==> src/sv/bchb_div.sv <==
module bchb_div #(
	parameter int NUM_W = 31,
	parameter int DEN_W = 22
) (
	input  logic             clk,
	input  logic             arst_n,
	input  logic             start,
	input  logic [NUM_W-1:0] num,
	input  logic [DEN_W-1:0] den,
	output logic [NUM_W-1:0] quo,
	output logic             done
);

	localparam int CNT_W = (NUM_W > 1) ? $clog2(NUM_W) : 1;
	localparam logic [CNT_W-1:0] CNT_LAST = CNT_W'(NUM_W - 1);

	logic             run_q;
	logic             done_q;
	logic [CNT_W-1:0] cnt_q;
	logic [NUM_W-1:0] num_q;
	logic [NUM_W-1:0] quo_q;
	logic [DEN_W-1:0] den_q;
	logic [DEN_W-1:0] rem_q;
	logic [DEN_W:0]   trial;
	logic [DEN_W:0]   diff;
	logic             fits;

	always_comb begin
		trial = {rem_q, num_q[NUM_W-1]};
		diff = trial - {1'b0, den_q};
		fits = (trial >= {1'b0, den_q});
	end

	always_ff @(posedge clk or negedge arst_n) begin
		if (!arst_n) begin
			run_q <= 1'b0;
			done_q <= 1'b0;
			cnt_q <= '0;
		end else begin
			done_q <= 1'b0;
			if (start) begin
				run_q <= 1'b1;
				cnt_q <= '0;
			end else if (run_q) begin
				if (cnt_q == CNT_LAST) begin
					run_q <= 1'b0;
					done_q <= 1'b1;
				end else begin
					cnt_q <= cnt_q + CNT_W'(1);
				end
			end
		end
	end

	always_ff @(posedge clk) begin
		if (start) begin
			num_q <= num;
			den_q <= den;
			rem_q <= '0;
			quo_q <= '0;
		end else if (run_q) begin
			num_q <= {num_q[NUM_W-2:0], 1'b0};
			rem_q <= fits ? diff[DEN_W-1:0] : trial[DEN_W-1:0];
			quo_q <= {quo_q[NUM_W-2:0], fits};
		end
	end

	assign quo = quo_q;
	assign done = done_q;

endmodule

==> config.mk <==
export PLATFORM = sky130hd
export DESIGN_NAME = bchb_div
export DESIGN_NICKNAME = d
export VERILOG_FILES = /design/src/sv/bchb_div.sv
export SDC_FILE = /design/constraint.sdc
export NUM_CORES = 1
export LEC_CHECK = 0
export BUFFER_PORTS_ARGS = -buffer_cell sky130_fd_sc_hd__buf_2
export CAP_MARGIN = 20
export CORE_AREA = 2 2 88 153
export DETAILED_ROUTE_END_ITERATION = 6
export DIE_AREA = 0 0 90 155
export HOLD_SLACK_MARGIN = 0.08
export PLACE_DENSITY = 0.69
export REMOVE_ABC_BUFFERS = 1
export SKIP_LAST_GASP = 1
export SLEW_MARGIN = 25
export SYNTH_ARGS = -nofsm -noshare
export SYNTH_HDL_FRONTEND = slang
export SYNTH_SLANG_ARGS = --single-unit
==> constraint.sdc <==
create_clock -name clk -period 2.3 [get_ports clk]
set_input_delay 0.69 -clock clk [delete_from_list [all_inputs] [get_ports clk]]
set_output_delay 0.69 -clock clk [all_outputs]
set_load 0.02 [all_outputs]
After elaboration in Yosys (flattened, before gate mapping)

Index checks and enable logic that the tools add are counted.

Add/sub/neg operators: 2
Reduce and logical (&&, ||, !) cells: 2
Equal/unequal tests: 2
Order comparisons: 1
Muxes and demuxes: 12

Operators with widths:

| cell                | number |
|---|---|
| $mux 31             | 2 |
| $ge 23x22->1        | 1 |
| $mux 22             | 1 |
| $sub 22x22->22      | 1 |
| $mux 5              | 3 |
| $mux 1              | 6 |
| $add 5x1->5 const B | 1 |
| $eq 5x5->1 const B  | 1 |
| $ne 2x2->1 const B  | 1 |
| $reduce_and 2->1    | 1 |
| $reduce_bool 2->1   | 1 |

Word-level logic and storage cells: 26
Input port bits: 56
Bits in registers: 113
Output and inout bits: 32

Longest topological paths before layout

Gate-level depths: netlist of run 1.

Depth in word-level cells: 4
Depth in mapped cells: 12
Depth with buffers taken out: 11

Worst setup path before layout of run 1

OpenSTA, ideal clock, no wires.

Path type: reg-to-reg
Start: register num_q[30]
End: register rem_q[10]
Setup time: 88 ps
Buffers on the path: 0
Setup slack: -188 ps
Arrival: 2,400 ps
Stages on the path, launching flop included: 12
Clock period less this slack: 2,488 ps
Required time: 2,212 ps
Cells stage by stage: edfxtp_1 inv_1 ha_1 inv_1 fa_1 a211oi_1 o21a_1 a21oi_1 o21a_1 o21ai_0 or3b_1 a311oi_2

Cells in the longest elaborated chain, start to end: 2
Elaborated cells on any way between the ends: 3
Classes of those cells: 1 x add/sub; 1 x order compare; 1 x mux

RTL lines:

| what                                                  | RTL line | source |
|---|---|---|
| from (decl)                                           | 20       | `logic [NUM_W-1:0] num_q;` |
| from (signal assigned)                                | 57       | `num_q <= num;` |
| from (signal assigned)                                | 62       | `num_q <= {num_q[NUM_W-2:0], 1'b0};` |
| $sub 22x22->22 / $ge 23x22->1 (equally long branches) | 30, 31   |  |
| $mux 22 *                                             | 63       | `rem_q <= fits ? diff[DEN_W-1:0] : trial[DEN_W-1:0];` |
| to (signal assigned)                                  | 63       |  |
| to (decl)                                             | 23       | `logic [DEN_W-1:0] rem_q;` |

Mark *: on every way between the ends. The rest lies on a longest branch, timed or not.
A chain may end at the register's enable or synchronous reset.

Final worst setup path of run 1

Start: register num_q[30]
End: register rem_q[16]

The elaborated chain is that of the path after synthesis.

==> results of run 1 <==
-- where the power goes --
part	total, µW	switching (µW)	leakage (µW)	internal [µW]
Clock	2760	1040	0.000311	1720
Sequential	2540	168	0.00106	2370
Combinational	3760	1740	0.00225	2030
-- routing by layer --
metal  GRT usage, %  part of all wire (%)  vias up
met3           4.50                   3.9       38
met2           40.1                    56      105
met4           11.3                   3.3        0
met5              0                     0        -
li1               -                     -     2212
met1           20.3                    37     2201
-- final cells by class --
cell class / instances / area (µm²) / share of cell area (%)
flip-flops and latches: 113 / 2830 / 35.4
multi-input cells: 343 / 2930 / 36.6
clock buffers: 23 / 554 / 6.93
inverters: 32 / 120 / 1.50
well taps: 171 / 214 / 2.67
clock inverters: 9 / 76.3 / 0.954
repair buffers: 184 / 1280 / 16.0
-- placed cells by master, fill, tap and decap left out, drive strengths merged, types with 24 or more instances in the layout --
cell type and count:
edfxtp 53, inv 36, mux2i 43, nor2 68, clkbuf 24, a21oi 24, mux2 30, dfxtp 53
nand2 26, ha 24, buf 183
-- worst max-delay path by stage --
stage	to	slack, ns	depth (start not counted)
2_1_floorplan	num_q[0]	-0.98	2
3_3_place_gp	rem_q[16]	-0.36	12
3_5_place_dp	rem_q[16]	-0.34	12
4_1_cts	rem_q[10]	-0.18	11
5_1_grt	rem_q[16]	-0.32	12
6_report	rem_q[16]	-0.19	12
-- state kept, by name, indices dropped and copies added (netlist names) --
register  count
run_q         1
rem_q        22
done          1
num_q        31
den_q        22
cnt_q         5
quo          31
-- logic make-up after synthesis --
logic type                 count (synthesis)  share of synthesized area (%)
and+or+nand+nor                          133                           11.1
buffers and inverters                     54                           4.16
adders and majority gates                 25                           5.75
DFF                                      113                           50.8
AOI/OAI and AO/OA                         92                           11.2
xor gates and xnor gates                  20                           3.15
muxes                                     73                           13.8
-- through the flow --
stage / cells / power [µW]
after global placement: 831 / 5220
final: 875 / 9060
after CTS: 873 / 8640
after global routing: 875 / 9470
after detailed placement: 831 / 5290
after floorplan: 488 / 4040
-- what timing repair did --
item / CTS / global route
setup buffers: 8 / 5
gates resized for setup: 48 / 43
pin swaps: 18 / 27
setup endpoints to repair: 21 / 22
cloned: 2 / 1
hold buffers: 0 / 0
-- worst reg2reg max path, stage by stage, from the launching register on --
cell,delay [ns]
edfxtp_1,0.38
inv_1,0.07
ha_2,0.18
inv_2,0.04
fa_2,0.35
a211oi_2,0.22
o21a_1,0.19
a21oi_1,0.13
a211oi_2,0.26
buf_4,0.16
xnor2_1,0.10
mux2i_1,0.09
a211oi_1,0.22
==> summary.md, run 1 <==
| Metric | Value |
|---|---|
| Number of antenna diodes | 0 |
| Initial antenna violation count | 0 |
| Longest Clk Path Bufs | 2 |
| Max-cap viol count | 0 |
| P_leak | 0.00363 µW |
| Global-route wire length before repair | 23,000 µm |
| Sink Count | 113 |
| Max Slew Vio Count | 0 |
| I/O pin cnt | 88 |
| Reg2reg end | rem_q[16] |
| Total gr overflow | 0 |
| Cell area power density | 1130 nW/µm² |
| Hold Worst Slack | between 0.09 and 0.1 ns |
| Synth Warn # | 0 |
| Residual DRC | 0 |
| Drt total wl | 14,400 µm |
| Syn Area/Cell | 10.9 µm² |
| CTS tree | yes |
| Vias | 4,556 |
| Commonest cells in the synthesized netlist | nor2_1 (68), dfxtp_1 (53), edfxtp_1 (53) |
| Vias/cell | 5.21 |
| Top cells by area, synth | edfxtp_1 (29%), dfxtp_1 (19%), mux2i_1 (7.7%), mux2_2 (6.1%), ha_1 (5.4%) |
| CTS clk-pin slew, worst paths | 0.06 ns |
| Num CTS Buffers | 17 |
| Critical R2R Launch | num_q[30] |
| I/O Buffers | 87 |
| DR pass1 iterations | 4 |
| Initial Util | 43.5% |
| Fin crit period | between 2 and 2.5 ns |
| Vias in the first global route | 4,887 |
| Final hold violation count | 0 |
| Status | complete, but fails checks |
| Design Area, Final | roughly 8000 µm² |
| Post-Syn Area | 5570 µm² |
| RSZ-0062 raised after global routing | yes |
| Clock latency on the worst-skew pair | 0.41 ns |
| Area growth syn-to-layout | 43.7% |
| Min-delay worst type | primary input to asynchronous set/reset pin |
| Worst path max stage delay | 0.38 ns |
| Worst Reg-to-Reg Cells | 12 |
| Core Rows | 55 |
| Slowest cell on crit path | edfxtp_1 |
| Data arrival, critical path | 2.81 ns |
| CP required | 2.63 ns |
| Worst-path fanout max | 3 |
| Nets | 772 |
| Leading area contributor after synthesis | edfxtp_1 |
| Clock skew | about 0.012 ns |
| Layout cell share with drive strength beyond 1 | around 45% |
| Yosys reg bits | 113 |
| Critical Path End Type | register |
| 1st-iter DRT viols | 145 |
| Worst setup startpoint | num_q[30] |
| Fillers | 1,050 |
| Max-slew headroom | 64.0% |
| Wire length per cell | 16.5 µm |
| Clock root buffer | clkbuf_16 |
| Top-count cell post-synth | nor2_1 |
| Finished Core Util | 62.5% |
| Synth unique cells | 58 |
| Max IR drop VDD | 0.711 mV |
| Failing checks | negative setup slack |
| Share of the synthesized area in the top cell type | 28.6% |
| Mapped Cells | 510 |
| Final period util | 108% |
| Setup_tns | -1.35 ns |
| EDFF count, synth | 53 |
| Fin worst setup slack | -0.186 ns |
| Asr flop ratio synth | under 10% |
| Ys flop type | edfxtp_1 |
| Post-DP HPWL | 9650 µm |
| Worst slack at placement | -0.341 ns |
| Core ar. | around 13,000 µm² |
| Worst Max-Slew Pin Slew | 0.540 ns |
| Overall Global Routing Usage | 20.8% |
| Placed Area | slightly below 7000 µm² |
| Remaining antenna violation count | 0 |
| Sequential element share of the synthesized area | 50.8% |
| Die H | 155 µm |
| Die width | 90 µm |
| Htree depth | 4 |
| Startpoint Class | register |
| Die area | 14,000 µm² |
| GPL Wtd Cong | ~0.85 |
| Max frequency | 0.402 GHz |
| Critical path type | register to register |
| Crit-path most repeated cell | a211oi_2 |
| Worst reg-to-reg setup slack | -0.19 ns |
| Cells along the critical path | inv_1 -> ha_2 -> inv_2 -> fa_2 -> a211oi_2 -> o21a_1 -> a21oi_1 -> a211oi_2 -> buf_4 -> xnor2_1 -> mux2i_1 -> a211oi_1 |
| Final setup viols | 18 |
| Buf/Inv on CP | 3 |
| Cell family with most CP delay | compound AO/OA/AOI/OAI gates |
| Largest net degree at the start of global routing | 32 |
(Power assumes the default switching activity.)
==> inputs of run 2 (changes only) <==
Settings changed: ABC_AREA from default to 1, CORE_AREA 2 2 88 153 to 2 2 91 159, DIE_AREA 0 0 90 155 to 0 0 93 161, PLACE_DENSITY 0.69 to 0.74.
Clock period 2.3 ns to 2.35 ns, I/O delays scaled along.
==> run 2 against run 1 <==
The flow now finishes without violations; flip-flop and latch count unchanged; critical path depth up 2; via count up 18%.
==> summary.md, run 2 <==
| Metric | Value |
|---|---|
| Startpoint Class | register |
| Asr flop ratio synth | 6.19% |
| Max-slew headroom | 73.7% |
| Placed cells | 1,078 |
| Critical Path End Type | register |
| Clock root buffer | clkbuf_16 |
| Synth Warn # | 0 |
| RSZ-0062 raised after global routing | yes |
| Die width | 93 µm |
| Worst path max stage delay | ~0.38 ns |
| Nets | 1,001 |
| Leading area contributor after synthesis | edfxtp_1 |
| Core Rows | 57 |
| P_leak | 0.00378 µW |
| Slowest cell on crit path | edfxtp_1 |
| Placed Area | 6790 µm² |
| Status | completed |
| Ys flop type | edfxtp_1 |
| Crit-path most repeated cell | nand2_1 |
| Cell area power density | 1020 nW/µm² |
| Cells along the critical path | inv_1 -> ha_1 -> nand2_2 -> inv_1 -> nand2_1 -> nand2_1 -> nand2_1 -> nand2_1 -> nand2_1 -> nand4_4 -> inv_4 -> nand2_1 -> nand3_1 -> o21ai_1 |
| Die H | 161 µm |
| Share of the synthesized area in the top cell type | 26.1% |
| Synth unique cells | 33 |
| Overall Global Routing Usage | slightly above 20% |
| Htree depth | 4 |
| Layout cell share with drive strength beyond 1 | between 10% and 20% |
| Drt total wl | 15,000 µm |
| Met2 Use GR | 38.0% |
| Design Area, Final | 7350 µm² |
| I/O pin cnt | 88 |
| Most frequent cells in the layout | nand2_1 (297), inv_1 (141), buf_2 (87) |
| Fin worst setup slack | approximately 0.19 ns |
| Resized Gates After CTS | 0 |
| Worst Max-Slew Pin Slew | 0.394 ns |
| CTS clk-pin slew, worst paths | ~0.060 ns |
| Post-Syn Area | 6100 µm² |
| Sink Count | 113 |
| Num CTS Buffers | 17 |
| Vias/cell | 4.85 |
| Post-DP HPWL | 11,100 µm |
| Critical R2R Launch | den_q[9] |
| Busiest grt layer | met2 |
| EDFF count, synth | 53 |
| Commonest cells in the synthesized netlist | nand2_1 (298), inv_1 (142), nor2_1 (56) |
| Wire length per cell | around 14 µm |
| Worst setup startpoint | den_q[9] |
| Hold_buf cts | 0 |
| GPL Wtd Cong | around 1.0 |
| Initial Util | 44.5% |
| Core ar. | 13,700 µm² |
| Syn Area/Cell | 7.45 µm² |
| DR pass1 iterations | 4 |
| M1 GR Usage | 21.3% |
| Worst-path fanout max | 12 |
| Final period util | between 90% and 100% |
| Initial antenna violation count | 0 |
| Final setup viols | 0 |
| Number of antenna diodes | 0 |
| Clock latency on the worst-skew pair | 0.42 ns |
| Fin crit period | around 2.2 ns |
| Mapped Cells | 819 |
| Yosys reg bits | around 110 |
| 1st-iter DRT viols | ~270 |
| Worst slack at placement | 0.185 ns |
| Critical path type | register to register |
| CTS tree | yes |
| Final hold violation count | 0 |
| Post-route insts no fill | between 1k and 1.5k |
| Top-count cell post-synth | nand2_1 |
| Total gr overflow | 0 |
| Max IR drop VDD | roughly 0.62 mV |
| Min-delay worst type | primary input to asynchronous set/reset pin |
| Longest Clk Path Bufs | 2 |
| Remaining antenna violation count | 0 |
| Hold Worst Slack | 0.120 ns |
| Vias in the first global route | 5,355 |
| Max frequency | approximately 0.46 GHz |
| Commonest non-fill, non-tap cell in the layout | nand2_1 |
| CP required | 2.65 ns |
| Largest net degree at the start of global routing | 70 |
| Residual DRC | 0 |
| Die area | 15,000 µm² |
| I/O Buffers | 87 |
| Clock skew | 0.0107 ns |
| Met3 Usage GRT | under 10% |
| Data arrival, critical path | 2.46 ns |
| Top cells by area, synth | edfxtp_1 (26%), nand2_1 (18%), dfxtp_1 (17%), inv_1 (8.7%), ha_1 (4.9%) |
| Total setup buffers inserted after CTS | 0 |
| Global-route wire length before repair | between 20,000 and 25,000 µm |
| Max Slew Vio Count | 0 |
| Vias | 5,378 |
| Max-cap viol count | 0 |
| Sequential element share of the synthesized area | 46.4% |
| Area growth syn-to-layout | 20.5% |
run 2: critical path: cells and delay by family, from the launching register on:
| kind | cells | cell delay [ns] |
|---|---|---|
| and+or+nand+nor | 9 | 0.91 |
| buffers and inverters | 3 | 0.40 |
| DFF | 1 | 0.38 |
| adders and majority gates | 1 | 0.31 |
| AOI/OAI and AO/OA | 1 | 0.06 |
run 2: final timing paths:
check                      depth (start not counted)  slack [ns]        to
max                                               14        0.19  rem_q[8]
min                                                1        0.12  cnt_q[4]
min reg2reg                                        1        0.47  cnt_q[4]
max reg2reg                                       14        0.19  rem_q[8]
min in group clk                                   1        0.46  den_q[9]
max in group asynchronous                          1        2.06     run_q
run 2: report_power, final:
group / leakage [µW] / switching, µW / internal (µW) / total [µW]
logic: 0.00242 / 1700 / 970 / 2670
clock network: 0.000280 / 1030 / 1380 / 2410
registers: 0.00107 / 141 / 2310 / 2450
total: 0.00378 / 2870 / 4660 / 7530
run 2: layout make-up:
| cell class | count | area (µm²) |
|---|---|---|
| multi-input combinational | 534 | 2610 |
| clock buffer | 17 | 425 |
| timing repair buffer | 106 | 591 |
| clock inverter | 15 | 121 |
| fill | 1357 | 6340 |
| sequential | 113 | 2830 |
| inverter | 148 | 558 |
| tap | 177 | 221 |
run 2: through the flow:
step / utilization (%) / setup TNS (ns) / total power [µW]
finish: 53.7 / 0 / 7530
global route: 53.7 / -0.0118 / 8020
CTS: 53.6 / 0 / 7540
detailed placement: 49.6 / 0 / 5090
global placement: 49.6 / 0 / 5050
floorplan: - / 0 / 4320
run 2: kinds of logic after synthesis:
family	share of synthesized area, %
compound gates	5.85
fa+ha+maj	5.25
buf+inv	11.1
xor+xnor	1.15
flops	46.4
simple gates	30.3
run 2: layer usage:
| metal | vias to the layer above | part of all wire (%) | routed length [µm] |
|---|---|---|---|
| met5 | - | 0 | 0 |
| met4 | 0 | 5.0 | 754 |
| met3 | 45 | 3.6 | 533 |
| met2 | 126 | 54 | 8090 |
| met1 | 2436 | 38 | 5630 |
| li1 | 2771 | - | - |
